===== src/rtl/rtcmf_pkg.sv =====
// Package for the RTCM message fragmenter: item types and fixed field widths.
// No dependencies; every other file of the block imports it.
`default_nettype none

package rtcmf_pkg;

	localparam int BYTE_W       = 8;
	localparam int BLOB_LEN_W   = 16;
	localparam int MSG_LEN_W    = 8;
	localparam int FLAGS_W      = 8;
	localparam int SEQ_ID_W     = 5;
	localparam int FRAG_ID_W    = 2;

	typedef struct packed {
		logic [BYTE_W-1:0]     byte_value;
		logic                  first_of_blob;
		logic [BLOB_LEN_W-1:0] blob_length;
	} in_item_t;

	typedef struct packed {
		logic [BYTE_W-1:0]    out_byte;
		logic [MSG_LEN_W-1:0] message_length;
		logic [FLAGS_W-1:0]   flags;
		logic                 first_of_message;
		logic                 last_of_message;
	} out_item_t;

endpackage

`default_nettype wire


===== src/rtl/rtcmf_if.sv =====
// Valid/ready channel interfaces for the fragmenter's input and result items.
// Depends on rtcmf_pkg for the payload types.
`default_nettype none

interface rtcmf_in_if;
	import rtcmf_pkg::*;

	logic     valid;
	logic     ready;
	in_item_t payload;

	modport source (output valid, output payload, input ready);
	modport sink   (input valid, input payload, output ready);
endinterface

interface rtcmf_out_if;
	import rtcmf_pkg::*;

	logic      valid;
	logic      ready;
	out_item_t payload;

	modport source (output valid, output payload, input ready);
	modport sink   (input valid, input payload, output ready);
endinterface

`default_nettype wire


===== src/rtl/rtcm_message_fragmenter_core.sv =====
// Top level of the RTCM message fragmenter: input register, tagger, result register.
// Depends on rtcmf_pkg, rtcmf_if.sv and rtcmf_tagger.
//
// Usage: bytes of a correction blob enter on ingress, one byte per item, with
// first_of_blob set on the first byte and blob_length valid on that byte. Each
// byte leaves on egress tagged with its message length, flags (fragmented bit,
// fragment id, sequence id) and first/last-of-message marks. A blob is cut into
// sequences of up to MESSAGE_BYTES * MAX_FRAGMENTS bytes, each cut into messages
// of up to MESSAGE_BYTES bytes.
// Path: an accepted item passes through the input register, then the result
// register, before it is offered on egress. Throughput: one item per cycle
// while egress.ready is high; the counters advance by one byte per cycle
// while items move into the result register.
// Stall: when egress.ready is low the result register holds, the input
// register fills behind it, and ingress.ready drops only when both are full.
// Reset: arst_n clears both pipeline valids and all counters; the first item
// after reset opens a fresh blob with sequence id zero.
`default_nettype none

module rtcm_message_fragmenter_core #(
	parameter int MESSAGE_BYTES = 180,
	parameter int MAX_FRAGMENTS = 4,
	parameter int LENGTH_BITS   = 16
) (
	input wire          clk,
	input wire          arst_n,
	rtcmf_in_if.sink    ingress,
	rtcmf_out_if.source egress
);
	import rtcmf_pkg::*;

	logic      valid_s1, valid_s2;
	in_item_t  item_s1;
	out_item_t result_s2;
	out_item_t result;
	logic      adv_s1;

	// stage 1 moves on when the result register is empty or being drained
	assign adv_s1        = !valid_s2 || egress.ready;
	assign ingress.ready = !valid_s1 || adv_s1;

	always_ff @(posedge clk or negedge arst_n) begin
		if (!arst_n) begin
			valid_s1 <= 1'b0;
		end else if (ingress.ready) begin
			valid_s1 <= ingress.valid;
		end
	end

	// payload register: capture on every accepted item
	always_ff @(posedge clk) begin
		if (ingress.valid && ingress.ready) begin
			item_s1 <= ingress.payload;
		end
	end

	// counters advance exactly once per item, when it moves into stage 2
	rtcmf_tagger #(
		.MESSAGE_BYTES (MESSAGE_BYTES),
		.MAX_FRAGMENTS (MAX_FRAGMENTS),
		.LENGTH_BITS   (LENGTH_BITS)
	) u_tagger (
		.clk    (clk),
		.arst_n (arst_n),
		.step   (valid_s1 && adv_s1),
		.item   (item_s1),
		.result (result)
	);

	always_ff @(posedge clk or negedge arst_n) begin
		if (!arst_n) begin
			valid_s2 <= 1'b0;
		end else if (adv_s1) begin
			valid_s2 <= valid_s1;
		end
	end

	always_ff @(posedge clk) begin
		if (valid_s1 && adv_s1) begin
			result_s2 <= result;
		end
	end

	assign egress.valid   = valid_s2;
	assign egress.payload = result_s2;

	// an accepted item always lands in stage 1
	a_accept_lands: assert property (@(posedge clk) disable iff (!arst_n)
		ingress.valid && ingress.ready |=> valid_s1)
		else $error("accepted item lost before stage 1");

	// a waiting result never blocks intake while stage 1 is empty
	a_no_bubble_stall: assert property (@(posedge clk) disable iff (!arst_n)
		!valid_s1 |-> ingress.ready)
		else $error("intake stalled with stage 1 empty");

	// every delivered byte belongs to a message of nonzero length
	a_len_nonzero: assert property (@(posedge clk) disable iff (!arst_n)
		valid_s2 |-> result_s2.message_length != '0)
		else $error("zero message length on result");

	// a byte marked both first and last belongs to a one-byte message
	a_single_byte: assert property (@(posedge clk) disable iff (!arst_n)
		valid_s2 && result_s2.first_of_message && result_s2.last_of_message
		|-> result_s2.message_length == MSG_LEN_W'(1))
		else $error("first and last marks on a longer message");

	// unfragmented messages carry no fragment id
	a_frag_id: assert property (@(posedge clk) disable iff (!arst_n)
		valid_s2 && !result_s2.flags[0] |-> result_s2.flags[2:1] == 2'b00)
		else $error("fragment id set on unfragmented message");

endmodule

`default_nettype wire


===== src/rtl/rtcmf_tagger.sv =====
// Sequence/message counters of the fragmenter and the tagging logic of one byte.
// Depends on rtcmf_pkg; instantiated by rtcm_message_fragmenter_core.
`default_nettype none

module rtcmf_tagger #(
	parameter int MESSAGE_BYTES = 180,
	parameter int MAX_FRAGMENTS = 4,
	parameter int LENGTH_BITS   = 16
) (
	input  wire                  clk,
	input  wire                  arst_n,
	input  wire                  step,
	input  rtcmf_pkg::in_item_t  item,
	output rtcmf_pkg::out_item_t result
);
	import rtcmf_pkg::*;

	localparam int CAP   = MESSAGE_BYTES * MAX_FRAGMENTS;
	localparam int SEQ_W = $clog2(CAP + 1);
	localparam int CMP_W = (LENGTH_BITS > SEQ_W) ? LENGTH_BITS : SEQ_W;

	logic [LENGTH_BITS-1:0] blob_rem_q;
	logic [SEQ_W-1:0]       seq_rem_q;
	logic [MSG_LEN_W-1:0]   msg_rem_q;
	logic [MSG_LEN_W-1:0]   cur_len_q;
	logic                   frag_mode_q;
	logic [FRAG_ID_W-1:0]   frag_num_q;
	logic [SEQ_ID_W-1:0]    seq_num_q;

	logic [LENGTH_BITS-1:0] blen;
	logic [LENGTH_BITS-1:0] blob_a, blob_d;
	logic [SEQ_W-1:0]       seq_rem_a, seq_rem_b, seq_rem_d, slen;
	logic [MSG_LEN_W-1:0]   msg_rem_a, msg_rem_b, msg_rem_c, msg_rem_d, mlen;
	logic [MSG_LEN_W-1:0]   cur_len_c;
	logic                   frag_mode_b;
	logic [FRAG_ID_W-1:0]   frag_num_b, frag_num_d;
	logic [SEQ_ID_W-1:0]    seq_num_a, seq_num_d;
	logic [CMP_W-1:0]       blob_ext;
	logic                   first_msg, last_msg;

	generate
		if (LENGTH_BITS <= BLOB_LEN_W) begin : g_len_trunc
			assign blen = item.blob_length[LENGTH_BITS-1:0];
		end else begin : g_len_ext
			assign blen = {{(LENGTH_BITS-BLOB_LEN_W){1'b0}}, item.blob_length};
		end
	endgenerate

	always_comb begin
		// open a blob: explicit first byte, or a stray byte with no blob open
		seq_num_a = seq_num_q;
		blob_a    = blob_rem_q;
		seq_rem_a = seq_rem_q;
		msg_rem_a = msg_rem_q;
		if (item.first_of_blob) begin
			if (seq_rem_q != '0)
				seq_num_a = seq_num_q + SEQ_ID_W'(1);
			blob_a    = (blen == '0) ? LENGTH_BITS'(1) : blen;
			seq_rem_a = '0;
			msg_rem_a = '0;
		end else if (blob_rem_q == '0) begin
			blob_a    = LENGTH_BITS'(1);
			seq_rem_a = '0;
			msg_rem_a = '0;
		end

		// open a sequence
		blob_ext    = CMP_W'(blob_a);
		slen        = (blob_ext < CMP_W'(CAP)) ? SEQ_W'(blob_ext) : SEQ_W'(CAP);
		seq_rem_b   = seq_rem_a;
		frag_mode_b = frag_mode_q;
		frag_num_b  = frag_num_q;
		msg_rem_b   = msg_rem_a;
		if (seq_rem_a == '0) begin
			seq_rem_b   = slen;
			frag_mode_b = (slen >= SEQ_W'(MESSAGE_BYTES));
			frag_num_b  = '0;
			msg_rem_b   = '0;
		end

		// open a message
		mlen      = (seq_rem_b < SEQ_W'(MESSAGE_BYTES)) ? MSG_LEN_W'(seq_rem_b)
			: MSG_LEN_W'(MESSAGE_BYTES);
		first_msg = (msg_rem_b == '0);
		cur_len_c = first_msg ? mlen : cur_len_q;
		msg_rem_c = first_msg ? mlen : msg_rem_b;

		// consume the byte
		msg_rem_d = msg_rem_c - MSG_LEN_W'(1);
		seq_rem_d = seq_rem_b - SEQ_W'(1);
		blob_d    = blob_a - LENGTH_BITS'(1);
		last_msg  = (msg_rem_d == '0);

		frag_num_d = last_msg ? frag_num_b + FRAG_ID_W'(1) : frag_num_b;
		seq_num_d  = (seq_rem_d == '0) ? seq_num_a + SEQ_ID_W'(1) : seq_num_a;

		result.out_byte         = item.byte_value;
		result.message_length   = cur_len_c;
		result.flags            = frag_mode_b ? {seq_num_a, frag_num_b, 1'b1}
			: {seq_num_a, 3'b000};
		result.first_of_message = first_msg;
		result.last_of_message  = last_msg;
	end

	always_ff @(posedge clk or negedge arst_n) begin
		if (!arst_n) begin
			blob_rem_q  <= '0;
			seq_rem_q   <= '0;
			msg_rem_q   <= '0;
			cur_len_q   <= '0;
			frag_mode_q <= 1'b0;
			frag_num_q  <= '0;
			seq_num_q   <= '0;
		end else if (step) begin
			blob_rem_q  <= blob_d;
			seq_rem_q   <= seq_rem_d;
			msg_rem_q   <= msg_rem_d;
			cur_len_q   <= cur_len_c;
			frag_mode_q <= frag_mode_b;
			frag_num_q  <= frag_num_d;
			seq_num_q   <= seq_num_d;
		end
	end

endmodule

`default_nettype wire

===== src/flat_wrapper.sv =====
// flat-port wrapper written by rule: the top's interface ports become plain ports
module rtcm_message_fragmenter_core_flat import rtcmf_pkg::*;
#(
	parameter int MESSAGE_BYTES = 180,
	parameter int MAX_FRAGMENTS = 4,
	parameter int LENGTH_BITS   = 16
)
  (clk, arst_n, ingress_valid, ingress_payload, ingress_ready, egress_valid, egress_payload, egress_ready);
  rtcmf_in_if ingress_i ();
  rtcmf_out_if egress_i ();
  input wire clk;
  input wire arst_n;
  input wire logic [$bits(ingress_i.valid)-1:0] ingress_valid;
  input wire logic [$bits(ingress_i.payload)-1:0] ingress_payload;
  output wire logic [$bits(ingress_i.ready)-1:0] ingress_ready;
  output wire logic [$bits(egress_i.valid)-1:0] egress_valid;
  output wire logic [$bits(egress_i.payload)-1:0] egress_payload;
  input wire logic [$bits(egress_i.ready)-1:0] egress_ready;
  assign ingress_i.valid = ingress_valid;
  assign ingress_i.payload = ingress_payload;
  assign ingress_ready = ingress_i.ready;
  assign egress_valid = egress_i.valid;
  assign egress_payload = egress_i.payload;
  assign egress_i.ready = egress_ready;
  rtcm_message_fragmenter_core #(.MESSAGE_BYTES(MESSAGE_BYTES), .MAX_FRAGMENTS(MAX_FRAGMENTS), .LENGTH_BITS(LENGTH_BITS)) u_core (.clk(clk), .arst_n(arst_n), .ingress(ingress_i), .egress(egress_i));
endmodule

===== config.mk =====
export PLATFORM = sky130hd
export DESIGN_NAME = rtcm_message_fragmenter_core_flat
export DESIGN_NICKNAME = d
export VERILOG_FILES = /design/src/rtl/rtcmf_pkg.sv /design/src/rtl/rtcmf_if.sv /design/src/rtl/rtcm_message_fragmenter_core.sv /design/src/rtl/rtcmf_tagger.sv /design/src/flat_wrapper.sv
export SDC_FILE = /design/constraint.sdc
export NUM_CORES = 1
export LEC_CHECK = 0
export ABC_CLOCK_PERIOD_IN_PS = 5550
export BUFFER_PORTS_ARGS = -buffer_cell sky130_fd_sc_hd__buf_2
export CAP_MARGIN = 20
export CORE_MARGIN = 5
export CORE_UTILIZATION = 45
export CTS_BUF_LIST = sky130_fd_sc_hd__clkbuf_4 sky130_fd_sc_hd__clkbuf_8
export CTS_CLUSTER_DIAMETER = 50
export CTS_CLUSTER_SIZE = 30
export DETAILED_ROUTE_END_ITERATION = 10
export GPL_TIMING_DRIVEN = 0
export PLACE_DENSITY = 0.72
export SYNTH_ARGS = -nofsm -noshare
export SYNTH_HDL_FRONTEND = slang
export SYNTH_SLANG_ARGS = --single-unit

===== constraint.sdc =====
create_clock -name clk -period 5.55 [get_ports clk]
set_input_delay 1.11 -clock clk [delete_from_list [all_inputs] [get_ports clk]]
set_output_delay 1.11 -clock clk [all_outputs]
set_load 0.02 [all_outputs]

==> results of run 1 <==
-- worst max-delay path: cells and delay by family, from the launching register on --
kind | cells | cell delay, ns
flops | 1 | 0.45
compound gates | 10 | 2.54
simple gates | 4 | 1.13
fa+ha+maj | 1 | 0.26
-- area by class of cell --
class	count	area (um2)	share of cell area (%)
inverter	11	41.3	0.648
timing repair buffer	58	328	5.14
clock inverter	7	77.6	1.22
clock buffer	9	124	1.94
sequential	103	2830	44.4
tap	168	210	3.30
buffer	25	126	1.98
multi-input combinational	405	2640	41.3
-- metal layers --
metal / track usage, % / share of wire (%) / vias to the layer above
met2: 32.5 / 46 / 200
met5: 0 / 0 / -
met1: 27.8 / 44 / 2282
met4: 9.10 / 2.4 / 0
met3: 3.76 / 7.2 / 30
li1: - / - / 2179
-- power groups by stage --
stage	clock network [W]	logic, W	registers [W]
after floorplan	0	0.000529	0.00110
after global placement	0	0.000730	0.00110
after detailed placement	0	0.000755	0.00111
after CTS	0.000503	0.000757	0.00109
after global routing	0.000539	0.000841	0.00111
final	0.000492	0.000769	0.00110
-- placed cells by master, fill, tap and decap left out, drive strengths merged, types with 4 or more instances in the layout --
| cell | Yosys | final |
|---|---|---|
| nand3 | 16 | 16 |
| xor2 | 11 | 11 |
| o22a | 4 | 4 |
| o211ai | 4 | 4 |
| o22ai | 6 | 6 |
| a31oi | 12 | 12 |
| buf | 9 | 67 |
| nor4 | 13 | 13 |
| mux2i | 6 | 6 |
| a21oi | 20 | 20 |
| edfxtp | 51 | 51 |
| clkbuf | 16 | 25 |
| xnor2 | 17 | 17 |
| nand2 | 79 | 79 |
| and3 | 6 | 6 |
| nand2b | 6 | 6 |
| nor2 | 44 | 44 |
| dfrtp | 52 | 52 |
| a32o | 4 | 4 |
| and2 | 5 | 5 |
| nor3 | 17 | 17 |
| a21o | 7 | 7 |
| mux2 | 8 | 8 |
| ha | 7 | 7 |
| a22oi | 4 | 4 |
| inv | 11 | 15 |
| o21ai | 44 | 44 |
| nand4 | 6 | 6 |
-- flip-flops by register name (all words and copies together), names as in the netlist --
name	count
u_core.egress.payload	26
u_core.item_s1	25
u_core.u_tagger.blob_rem_q	16
u_core.u_tagger.seq_rem_q	10
u_core.u_tagger.cur_len_q	8
u_core.u_tagger.msg_rem_q	8
u_core.u_tagger.seq_num_q	5
u_core.u_tagger.frag_num_q	2
u_core.egress.valid	1
u_core.u_tagger.frag_mode_q	1
u_core.valid_s1	1
-- path summary, 6_finish.rpt --
path / startpoint / endpoint / slack (ns) / cells past startpoint
hold reg to reg: u_core.item_s1[19] / u_core.egress.payload[20] / 0.43 / 0
hold / removal: u_core.item_s1[19] / u_core.egress.payload[20] / 0.43 / 0
min in group asynchronous: arst_n / u_core.u_tagger.cur_len_q[1] / 0.71 / 1
setup / recovery: u_core.u_tagger.seq_rem_q[2] / u_core.u_tagger.frag_num_q[0] / 1.06 / 15
setup reg to reg: u_core.u_tagger.seq_rem_q[2] / u_core.u_tagger.frag_num_q[0] / 1.06 / 15
max in group asynchronous: arst_n / u_core.u_tagger.blob_rem_q[7] / 4.25 / 2
-- cell families after synthesis --
group                    count (synthesis)  synth area share (%)
multiplexers                            14                  2.66
adder cells (fa/ha/maj)                  7                  1.55
AND/OR/NAND/NOR                        211                  18.4
XOR/XNOR                                28                  4.48
flip-flops                             103                  50.3
AO/OA/AOI/OAI                          145                  19.6
buffers and inverters                   36                  2.95
-- per-stage QoR --
| stage | std cells | hold slack [ns] | setup slack [ns] |
|---|---|---|---|
| floorplan | 544 | 0.400 | 1.76 |
| global placement | 768 | 0.402 | 1.17 |
| detailed placement | 769 | 0.406 | 1.15 |
| CTS | 785 | 0.428 | 1.13 |
| global route | 786 | 0.440 | 0.812 |
| finish | 786 | 0.428 | 1.06 |
==> results.md, run 1 <==
- Die X: 122 um
- Slew HR: between 40 and 50%
- Die Span Y: 122 um
- Antenna Nets Post-Route: 0
- Pins Over Slew Limit: 0
- Type of the worst setup path: reg2reg
- Area grow syn2layout: 13.1%
- Flop pwr share: 46.5%
- Synthesized area: approximately 5600 um2
- Port Buffers: 56
- Placed cell areas: between 6000 and 7000 um2
- Fin nets: about 650
- Ant. Diodes: 0
- Pre-antenna DRT Iters: 7
- Layout Utilization: around 52%
- Routed wire length: 14,800 um
- Max Cap Viol: 0
- Post-synth EDFFs: slightly above 50
- RSZ-0062 raised after global routing: no
- WP data arrival: approximately 4.8 ns
- Clock Tree Root: clkbuf_8
- Top post-synthesis cells by area: edfxtp_1, dfrtp_1, nand2_1
- Ports: 57
- Antenna violations before repair: 0
- # clock sinks: 103
- Cell Chain, Critical Path: nor4_1, nand4_1, o21a_1, o32ai_4, o21ai_4, a21oi_4, nand2_1, nor2_1, a21oi_1, ha_1, o211ai_1, a21o_1, o22ai_2, o41a_1, a221o_1
- Hold Buf Count CTS: 0
- Fillers: ~1,100
- Setup repair bufs after CTS: 0
- Clock transition at path regs: 0.10 ns
- Pin count of the biggest net entering global routing: 36
- Number of DRC markers in iteration 0: 418
- Dpl hpwl: between 10,000 and 15,000 um
- Comb power frac: about a third
- Synth top area share: 27.2%
- Int Power: 0.00147 W
- CTS-repair resized insts: 0
- Status: finished clean
- YS warnings: 0
- Die ar.: ~15,000 um2
- Wire per inst: roughly 19 um
- Most frequent cell after synthesis: nand2_1
- Critical path required time: 5.83 ns
- CTS tree: done
- Sw frac: a little under two fifths
- Ys flop type: dfrtp_1
- Min Tclk post-route: around 4.5 ns
- NetSw: 0.000892 W
- Routed vias/inst: 5.97
- Slowest library cell on the worst path: o32ai_4
- Total track usage: about a fifth
- Via count: roughly 4,700
- Clock Path Buffers: 2
- H-tree depth: 3
- Clk_lat worst skew: 0.39 ns
- Final hold violation count: 0
- Initial Utilization: between 40 and 50%
- Syn_nets: 580
- Placer Congestion: 0.916
- Tot Pwr: 0.00236 W
- DR DRC count: 0
- Aggregate global routing overflow: 0
- Core area: 12,200 um2
- Crit-path max cell delay: approximately 0.5 ns
- Final period util: about four fifths
- Peak supply drop: roughly 0.12 mV
- Slew @ Worst Pin: between 0.8 and 0.9 ns
- Setup TNS: 0 ns
- Synth Register Bits: roughly 100
- Cell taking the most area after synthesis: edfxtp_1
- Ys async rst share: between 50% and 60%
- Commonest cells post-synth: nand2_1, dfrtp_1, edfxtp_1
- Max Freq: 223 MHz
- Synthesized instance count: 544
- Distinct cells, synth: 84
- Power per Cell Area: approximately 370 nW/um2
- Seq/Total Area, Yosys: between 50% and 60%
- Lkg Pwr: roughly 2.5 nW
- Post-Syn Area per Cell: 10.4 um2
- Vias in the first global route: between 4,000 and 5,000
- Crit path max fanout: 9
- Final setup violation count: 0
- Crit end category: flop
- Design Area, Final: between 6000 and 7000 um2
- Critical Path Source Type: flop
- # rows: 40
- Hold Path Class: reg2reg
- Final clock skew: a little over 0.01 ns
- Clk pwr share: approximately a fifth
- Layout cell share with drive strength beyond 1: just under 20%
- Total CTS buffers: 9
- First-pass GRT wire length: between 20,000 and 25,000 um
No activity file was read; power rests on OpenSTA's default activity.
==> run 2: changes to the inputs <==
--- a/config.mk
+++ b/config.mk
@@ -5,7 +5,8 @@
 export SDC_FILE = /design/constraint.sdc
 export NUM_CORES = 1
 export LEC_CHECK = 0
-export ABC_CLOCK_PERIOD_IN_PS = 5550
+export ABC_AREA = 1
+export ABC_CLOCK_PERIOD_IN_PS = 4280
 export BUFFER_PORTS_ARGS = -buffer_cell sky130_fd_sc_hd__buf_2
 export CAP_MARGIN = 20
 export CORE_MARGIN = 5
==> constraint.sdc (replaced) <==
create_clock -name clk -period 4.28 [get_ports clk]
set_input_delay 0.856 -clock clk [delete_from_list [all_inputs] [get_ports clk]]
set_output_delay 0.856 -clock clk [all_outputs]
set_load 0.02 [all_outputs]
==> run 2 against run 1 <==
Net effect:
- sequential share of layout area grew 2.1 points
- critical path type unchanged
- largest cell class unchanged
- setup slack worse by 0.28 ns
- routed wire length down 22%
==> results.md, run 2 <==
- Most used cell, CP: nand2_1
- # clock sinks: roughly 100
- Mux cell area share after synthesis: 0%
- Top post-synthesis cells by area: edfxtp_1, dfrtp_1, nand2_1
- Clk_lat worst skew: roughly 0.4 ns
- CTS-repair resized insts: 0
- Aggregate global routing overflow: 0
- Simple-Gate Fraction of Synth Area: a little over a quarter
- Distinct cells, synth: between 40 and 50
- Synth Area in Compound Gates: about 8.4%
- Lkg Pwr: roughly 2.9 nW
- Post-Layout Cell Count: around 840
- Die Span Y: 119 um
- Routed wire length: 11,500 um
- Pins Over Slew Limit: 0
- Adder-cell share of the synthesized area: under 10%
- WP data arrival: between 3 and 4 ns
- Max reg flops: 26
- Setup TNS: 0 ns
- Wire per inst: roughly 14 um
- Layout cell share with drive strength beyond 1: 19.0%
- Vias in the first global route: roughly 4,300
- Initial Utilization: a little under half
- Synth top area share: around 28%
- Status: finished clean
- Inst Count DP: approximately 830
- Pre-CTS setup slack: 0.836 ns
- Slowest library cell on the worst path: edfxtp_1
- Ys flop type: dfrtp_1
- Commonest cells post-synth: nand2_1, nor2_1, inv_1
- Ys async rst share: 50.5%
- Layout Utilization: between 50 and 60%
- CTS tree: done
- Max Freq: approximately 290 MHz
- Largest family of logic cells by synthesized area: simple AND/OR/NAND/NOR gates
- Dpl hpwl: 8560 um
- Final clock skew: 0.0232 ns
- Total track usage: 17.1%
- Synthesized instance count: between 600 and 700
- Synth Register Bits: just over 100
- Routed vias/inst: between 5 and 6
- RSZ-0062 raised after global routing: no
- First-pass GRT wire length: around 20,000 um
- Clock Path Buffers: 2
- YS warnings: 0
- Ant. Diodes: 0
- Peak supply drop: between 0.2 and 0.3 mV
- Setup repair bufs after CTS: 0
- Pin count of the biggest net entering global routing: 38
- Final WS setup: 0.777 ns
- Commonest non-fill, non-tap cell in the layout: nand2_1
- Cell taking the most area after synthesis: edfxtp_1
- Critical path required time: between 4 and 5 ns
- Seq/Total Area, Yosys: roughly 53%
- Die X: about 120 um
- Core area: 11,900 um2
- Ports: 57
- Clock Tree Root: clkbuf_8
- Number of DRC markers in iteration 0: about 310
- H-tree depth: 3
- XOR/XNOR Fraction of Synth Area: approximately 3.4%
- Power per Cell Area: 555 nW/um2
- Crit-path max cell delay: 0.39 ns
- Syn_nets: 659
- Fin nets: roughly 730
- Hold Buf Count CTS: 0
- Area grow syn2layout: 13.0%
- Antenna violations before repair: 0
- DR DRC count: 0
- Die ar.: roughly 14,000 um2
- Crit path max fanout: 9
- Type of the worst setup path: reg2reg
- Final hold violation count: 0
- Post-synth EDFFs: between 50 and 60
- Critical Path Source Type: flop
- Slew @ Worst Pin: around 0.87 ns
- Min Tclk post-route: around 3.5 ns
- Most frequent cell after synthesis: nand2_1
- Antenna Nets Post-Route: 0
- Final period util: 81.9%
- Max Cap Viol: 0
- Crit end category: flop
- Clock transition at path regs: about 0.090 ns
- Slew HR: between 40% and 50%
- Via count: 4,256
- Synthesized area: between 5000 and 6000 um2
- Total CTS buffers: 9
- Final setup violation count: 0
- Commonest non-fill, non-tap cells in the layout: nand2_1, nor2_1, inv_1, buf_2, dfrtp_1
- Hold Path Class: in2async
- Placer Congestion: 0.907
- Post-Syn Area per Cell: ~8.6 um2
- Pre-antenna DRT Iters: 5
- # rows: 40
- Port Buffers: 56
run 2: cell types whose count changed after synthesis, sizes merged, moves of 7 or more:
cell	change
nor4	-10
nor2	+33
xnor2	-13
nand2	+120
a21o	-7
a21oi	-10
mux2	-8
nand3	+13
nor3	-14
clkbuf	-8
inv	+61
o21ai	+9
run 2: worst paths after layout:
kind	start	endpoint	slack (ns)	depth (start not counted)
min in group clk	u_core.item_s1[24]	u_core.egress.payload[25]	0.42	0
worst min register to register	u_core.item_s1[24]	u_core.egress.payload[25]	0.42	0
worst max register to register	u_core.item_s1[16]	u_core.u_tagger.frag_num_q[1]	0.78	30
worst min-delay path	arst_n	u_core.u_tagger.seq_num_q[3]	0.40	1
worst max-delay path	u_core.item_s1[16]	u_core.u_tagger.frag_num_q[1]	0.78	30
max in group asynchronous	arst_n	u_core.u_tagger.blob_rem_q[11]	3.34	2
run 2: area by class of cell:
| class | count | area [um2] |
|---|---|---|
| buffer | 17 | 91.3 |
| clock buffer | 10 | 131 |
| clock inverter | 6 | 83.8 |
| fill | 1121 | 5780 |
| inverter | 73 | 279 |
| multi-input combinational | 430 | 2180 |
| sequential | 103 | 2830 |
| tap | 147 | 184 |
| timing repair buffer | 57 | 300 |
run 2: stage by stage:
step	hold WS, ns	total power, W	area, um2
floorplan	0.400	0.00239	5390
global placement	0.400	0.00267	5850
detailed placement	0.405	0.00272	5870
CTS	0.389	0.00340	6080
global route	0.408	0.00364	6080
finish	0.396	0.00338	6080
run 2: cell families (layout without fill, tap and decap cells):
logic type,after synthesis,count (layout)
AND/OR/NAND/NOR,323,323
flip-flops,103,103
buffers and inverters,90,163
AO/OA/AOI/OAI,79,79
XOR/XNOR,21,21
adder cells (fa/ha/maj),7,7
run 2: power by group:
| group | internal [W] | switching, W |
|---|---|---|
| combinational | 0.000404 | 0.000829 |
| sequential | 0.00133 | 0.000144 |
| clock | 0.000335 | 0.000330 |
| total | 0.00207 | 0.00130 |
run 2: metal layers:
| layer | track usage, % | wire (um) | vias to the layer above |
|---|---|---|---|
| met5 | 0 | 0 | - |
| met4 | 6.08 | 268 | 0 |
| met3 | 3.66 | 613 | 24 |
| met2 | 29.1 | 5500 | 130 |
| met1 | 21.6 | 5130 | 1959 |
| li1 | - | - | 2143 |
run 2: critical path: cells and delay by family, from the launching register on:
family | cells | cell delay, ns
adders and majority gates | 1 | 0.19
DFF | 1 | 0.39
buffers and inverters | 4 | 0.43
and+or+nand+nor | 25 | 2.37
